<file path="config.mk">
export PLATFORM = sky130hd
export DESIGN_NAME = ats_ctrl
export DESIGN_NICKNAME = d
export VERILOG_FILES = /design/src/rtl/accuracy_threshold_sweep_top_assert.svh /design/src/rtl/ats_pkg.sv /design/src/rtl/ats_ctrl.sv
export SDC_FILE = /design/constraint.sdc
export NUM_CORES = 1
export LEC_CHECK = 0
export BUFFER_PORTS_ARGS = -buffer_cell sky130_fd_sc_hd__buf_4
export CAP_MARGIN = 20
export CORE_MARGIN = 5
export CORE_UTILIZATION = 48
export CTS_BUF_LIST = sky130_fd_sc_hd__clkbuf_4
export DETAILED_ROUTE_END_ITERATION = 8
export HOLD_SLACK_MARGIN = 0.06
export PLACE_DENSITY = 0.88
export SYNTH_ARGS = -nofsm -noshare
export SYNTH_HDL_FRONTEND = slang
export SYNTH_SLANG_ARGS = --single-unit
</file>
<file path="constraint.sdc">
create_clock -name clk -period 3.1 [get_ports clk]
set_clock_uncertainty 0.1 [all_clocks]
set_input_delay 0.31 -clock clk [delete_from_list [all_inputs] [get_ports clk]]
set_output_delay 0.31 -clock clk [all_outputs]
set_load 0.05 [all_outputs]
</file>
<file path="src/rtl/accuracy_threshold_sweep_top_assert.svh">
// assertion macros for the accuracy threshold sweep
`ifndef ACCURACY_THRESHOLD_SWEEP_TOP_ASSERT_SVH
`define ACCURACY_THRESHOLD_SWEEP_TOP_ASSERT_SVH
`ifndef SYNTHESIS
`define ATS_ASSERT_IMPLIES(label, clk, rst, a, b) \
  label: assert property (@(posedge clk) disable iff (rst) (a) |-> (b)) else $error("label");
`define ATS_ASSERT_NEXT(label, clk, rst, a, b) \
  label: assert property (@(posedge clk) disable iff (rst) (a) |=> (b)) else $error("label");
`else
`define ATS_ASSERT_IMPLIES(label, clk, rst, a, b)
`define ATS_ASSERT_NEXT(label, clk, rst, a, b)
`endif
`endif

</file>
<file path="src/rtl/ats_pkg.sv">
// shared types and constants for the accuracy threshold sweep
package ats_pkg;
  localparam int TableDepth = 256;
  localparam int IdxW = $clog2(TableDepth);
  localparam int CntW = IdxW + 1;
  localparam int ProbW = 17;
  localparam int WtW = 16;
  localparam int NetW = 32;
  localparam int TotW = 40;
  localparam int AccW = 17;
  localparam logic [ProbW-1:0] HalfQ16 = 17'd32768;
  localparam logic [ProbW-1:0] OneQ16 = 17'd65536;
  localparam logic [TotW-1:0] TotMax = {TotW{1'b1}};
  localparam logic OpAdd = 1'b0;
  localparam logic OpFinish = 1'b1;

  typedef struct packed {
    logic search_start; // load item and start scan
    logic search_step;  // compare one entry
    logic shift_step;   // move one entry up
    logic write_new;    // store the new key
    logic write_merge;  // update an existing entry
    logic drop;         // full table
    logic sweep_start;
    logic sweep_step;
    logic div_start;
    logic div_step;
    logic out_load;
    logic clear;
  } ats_cmd_t;

  typedef struct packed {
    logic search_done;
    logic found;
    logic full;
    logic shift_done;
    logic few;
    logic sweep_done;
    logic div_done;
  } ats_status_t;
endpackage

</file>
<file path="src/rtl/ats_ctrl.sv">
// sequencer for insert, sweep, divide and report
module ats_ctrl (
  input  logic clk,
  input  logic rst,
  input  logic item_valid,
  input  logic item_op,
  input  logic item_missing,
  output logic item_ready,
  output logic res_valid,
  input  logic res_ready,
  output ats_pkg::ats_cmd_t cmd,
  input  ats_pkg::ats_status_t status
);
  typedef enum logic [7:0] {
    ST_IDLE   = 8'b00000001,
    ST_SEARCH = 8'b00000010,
    ST_SHIFT  = 8'b00000100,
    ST_WRITE  = 8'b00001000,
    ST_SWEEP  = 8'b00010000,
    ST_DIV    = 8'b00100000,
    ST_REPORT = 8'b01000000,
    ST_HOLD   = 8'b10000000
  } state_t;

  state_t state, state_next;
  logic merge, merge_next;
  logic accept;

  assign item_ready = state == ST_IDLE;
  assign accept = item_valid && item_ready;
  assign res_valid = state == ST_HOLD;

  always_comb begin
    state_next = state;
    merge_next = merge;
    cmd = '0;
    case (state)
      ST_IDLE: begin
        if (accept) begin
          if (item_op == ats_pkg::OpFinish) begin
            cmd.sweep_start = 1'b1;
            state_next = ST_SWEEP;
          end else if (!item_missing) begin
            cmd.search_start = 1'b1;
            state_next = ST_SEARCH;
          end
        end
      end
      ST_SEARCH: begin
        cmd.search_step = 1'b1;
        if (status.search_done) begin
          if (status.found) begin
            merge_next = 1'b1;
            state_next = ST_WRITE;
          end else if (status.full) begin
            cmd.drop = 1'b1;
            state_next = ST_IDLE;
          end else begin
            merge_next = 1'b0;
            state_next = ST_SHIFT;
          end
        end
      end
      ST_SHIFT: begin
        if (status.shift_done) begin
          state_next = ST_WRITE;
        end else begin
          cmd.shift_step = 1'b1;
        end
      end
      ST_WRITE: begin
        cmd.write_merge = merge;
        cmd.write_new = !merge;
        state_next = ST_IDLE;
      end
      ST_SWEEP: begin
        if (status.sweep_done) begin
          cmd.div_start = 1'b1;
          state_next = ST_DIV;
        end else begin
          cmd.sweep_step = 1'b1;
        end
      end
      ST_DIV: begin
        if (status.div_done) begin
          state_next = ST_REPORT;
        end else begin
          cmd.div_step = 1'b1;
        end
      end
      ST_REPORT: begin
        cmd.out_load = 1'b1;
        state_next = ST_HOLD;
      end
      ST_HOLD: begin
        if (res_ready) begin
          cmd.clear = 1'b1;
          state_next = ST_IDLE;
        end
      end
      default: state_next = ST_IDLE;
    endcase
  end

  always_ff @(posedge clk) begin
    if (rst) begin
      state <= ST_IDLE;
      merge <= 1'b0;
    end else begin
      state <= state_next;
      merge <= merge_next;
    end
  end
endmodule

</file>
## Word level (Yosys, flattened, before mapping)

Cells that the tools add are included.

| storage, ports and cells | value |
|---|---|
| bits in registers | 9 |
| input bits | 13 |

| cells by class | value |
|---|---|
| equal/unequal tests | 16 |
| mux-type cells | 36 |
| reductions and logical operators | 4 |

Operators by type and width:

| kind | count |
|---|---|
| $mux 8 | 9 |
| $pmux 8 s7 | 1 |
| $mux 1 | 23 |
| $eq 8x1->1 const B | 1 |
| $eq 8x2->1 const B | 1 |
| $eq 8x3->1 const B | 1 |
| $eq 8x4->1 const B | 1 |
| $eq 8x5->1 const B | 1 |
| $eq 8x6->1 const B | 1 |
| $eq 8x7->1 const B | 1 |
| $eq 8x8->1 const B | 1 |
| $ne 2x2->1 const B | 4 |
| $reduce_and 7->1 | 1 |
| $ne 2x1->1 const B | 3 |
| $mux 2 | 2 |
| $mux 3 | 1 |
| $ne 3x3->1 const B | 1 |
| $reduce_and 3->1 | 1 |
| $logic_and 1x1->1 | 1 |
| $logic_not 1->1 | 1 |

## Logic depth before layout (Yosys ltp)

| depth | value |
|---|---|
| word-level depth | 4 |
| mapped depth | 6 |
| depth with buffers taken out | 5 |

## Least setup slack after synthesis

No wires, ideal clock.

| timing | value |
|---|---|
| path kind | flip-flop to output port |
| start point | register state[6] |
| end point | output cmd[11] (netlist bit) |
| arrival | 2.720 ns |
| setup slack | -0.030 ns |
| stages on the path, launching flop included | 4 |
| path through | dfxtp_1 > nor4_2 > and4b_4 > nor4bb_1 |

RTL lines:

| what | RTL line | source |
|---|---|---|
| from (decl) | ats_ctrl.sv:25 | `state_t state, state_next;` |
| from (signal assigned) | ats_ctrl.sv:110 | `state <= state_next;` |
| to (decl) | ats_ctrl.sv:11 | `output ats_pkg::ats_cmd_t cmd,` |

==> run metrics <==
Port-buffer cells=25; Max rail drop VDD=approximately 0.32 mV; worst hold-check path type=input port to register; sequential area share after synthesis=27.6%; Top Metal Used=met4; leakage power=0.399 nW; Final Max Slew Viols=0; CP Capture Type=output pin; total CTS buffers=3; H-tree Lvls=1; final worst path period need=around 2.4 ns; FILL cells=roughly 100; layout cells sized above 1=a little over two fifths; largest net degree at the start of global routing=12; Worst Path Max Fanout=7; RSZ-0062 raised after global routing=no; IO Count=27; setup TNS=0 ns; maximum clock rate=around 410 MHz; first-pass GRT wire length=between 2000 and 3000 microns; fraction of registers with async set/reset=0%; Worst-Skew Late Latency=between 0.2 and 0.3 ns; Post-DRT Antenna Nets=0; top cell type's share of synthesized area=about 28%; Final period util=77.9%; WL met1=around 800 microns; critical path class=register to output pin; GR Util All Layers=18.8%; worst slack at placement=around 1.0 ns; CTS clk-pin slew, worst paths=approximately 0.060 ns; post-route cell area=slightly below 900 sq um; post-cts gate resize count=0; Final Hold Viols=0; crit path launch type=register; Post-CTS Setup Repair Bufs=0; die width=46.9 microns; CTS Hold Buffers Added=0; drt drc=0; Max-slew headroom=72.3%; CP arrival=roughly 2.0 ns; die area=around 2200 sq um; yosys warns=0; drt total wl=1810 microns; final setup margin=a little under 0.7 ns; TritonRoute pass-1 iters=4; Data required, critical path=between 2 and 3 ns; Layout area overhead=35.8%; die height=between 40 and 50 microns; vias per cell=approximately 5.9; pwr dens=~440 nW/um^2; number of distinct library cells after synthesis=37; outcome=finished clean; synth cell count leaders=dfxtp_1, nor2_1, nand2_1, nor2b_1; syn nets=between 80 and 90; top cells by area, synth=dfxtp_1, nor2_1, a211oi_2; Final setup viols=0; Vias=687; clk buf depth=2; Avg Cell Area, Syn=8.83 sq um; clock root buffer=clkbuf_4; CTS tree=done; routed wire length per instance=~16 microns; actual slew at the worst max-slew pin=0.412 ns; overall power=0.000391 W; Antenna diodes=0; # rows=13; drt first-iter violations=19; Post-DP Area=between 800 and 900 sq um; initial antenna violation count=0; Synth area leader=dfxtp_1; total congestion overflow=0; CTS sink cnt=9; Final HPWL DP=approximately 1400 microns; #FFs+latches synth=9; EDFF count, synth=0; Core Area=~1300 sq um; met3 wire len=roughly 87 microns; Starting Density=around half; Final Wtd Congestion=0.787; vias in the first global route=672; ys flop type=dfxtp_1; max-cap violations=0; Post-Synthesis Cells=between 70 and 80; routed wl met2=~870 microns; Final #Nets=between 100 and 150; Post-Syn Area=approximately 650 sq um
## cell families after synthesis
kind of cell,share of synthesized area [%]
compound gates,17.0
buf+inv,1.91
flops,27.6
mux,1.53
simple gates,51.9
## flip-flops by register name (all words and copies together), names as in the netlist
name   count
merge      1
state      8
## cell type report
class	count	area [sq um]	area share, %
Clock buffer	4	30.0	3.39
Inverter	1	3.75	0.423
Multi-Input combinational cell	62	467	52.6
Sequential cell	9	180	20.3
Tap cell	15	18.8	2.12
Timing Repair Buffer	25	188	21.2
## path summary, 6_finish.rpt
path | start | to | slack (ns) | cells past startpoint
max reg2reg | state[0]$_SDFFE_PP1P_ | state[0]$_SDFFE_PP1P_ | 1.02 | 5
min reg2reg | merge$_SDFFE_PP0P_ | merge$_SDFFE_PP0P_ | 0.41 | 2
max | state[6]$_SDFFE_PP0P_ | cmd[6] | 0.69 | 5
min | rst | state[3]$_SDFFE_PP0P_ | 0.20 | 2
## routing by layer
metal / vias to the layer above / global-route usage (%)
li1: 340 / -
met5: - / 0
met4: 0 / 11.6
met2: 31 / 29.8
met3: 5 / 1.15
met1: 311 / 24.8
## critical path: stages, from the launching register on
cell	delay, ns
dfxtp_1	0.35
nor4_2	0.45
and4b_1	0.41
nand2_1	0.11
nor3b_1	0.20
buf_4	0.23
## cells in the final DEF (no fill, tap or decap)
cell,count
nor4_2,2
nor2b_1,4
and3b_1,1
dfxtp_1,9
a21oi_1,2
o31ai_2,1
nand4b_1,2
a211oi_2,2
inv_1,1
nor4bb_2,1
a2111o_1,1
o211a_1,1
or2b_1,2
mux2i_1,1
and4b_4,1
nor3b_1,3
or4b_2,1
buf_4,25
o21ba_1,1
or4_4,1
nor4b_2,1
and3_1,3
and2_1,1
or2_2,1
o21ba_2,2
o21ai_0,1
nand2_1,4
clkbuf_4,4
nor3_1,3
nor3_2,1
nor2_1,9
and4b_1,2
nand3_1,2
or3_4,1
o31ai_1,1
nand4_1,1
nor4_1,2
## report_power, final
group          internal, W  switching, W  leakage (nW)
Clock            0.0000583     0.0000402        0.0184
Sequential        0.000123     0.0000138        0.0730
Combinational    0.0000692     0.0000873         0.308
## metrics by stage
| step | instances | hold slack [ns] | utilization (%) |
|---|---|---|---|
| after floorplan | 74 | 0.358 | - |
| after global placement | 112 | 0.378 | 65.9 |
| after detailed placement | 112 | 0.390 | 65.9 |
| after CTS | 116 | 0.196 | 68.2 |
| after global routing | 116 | 0.200 | 68.2 |
| final | 116 | 0.197 | 68.2 |
(Power assumes the default switching activity.)
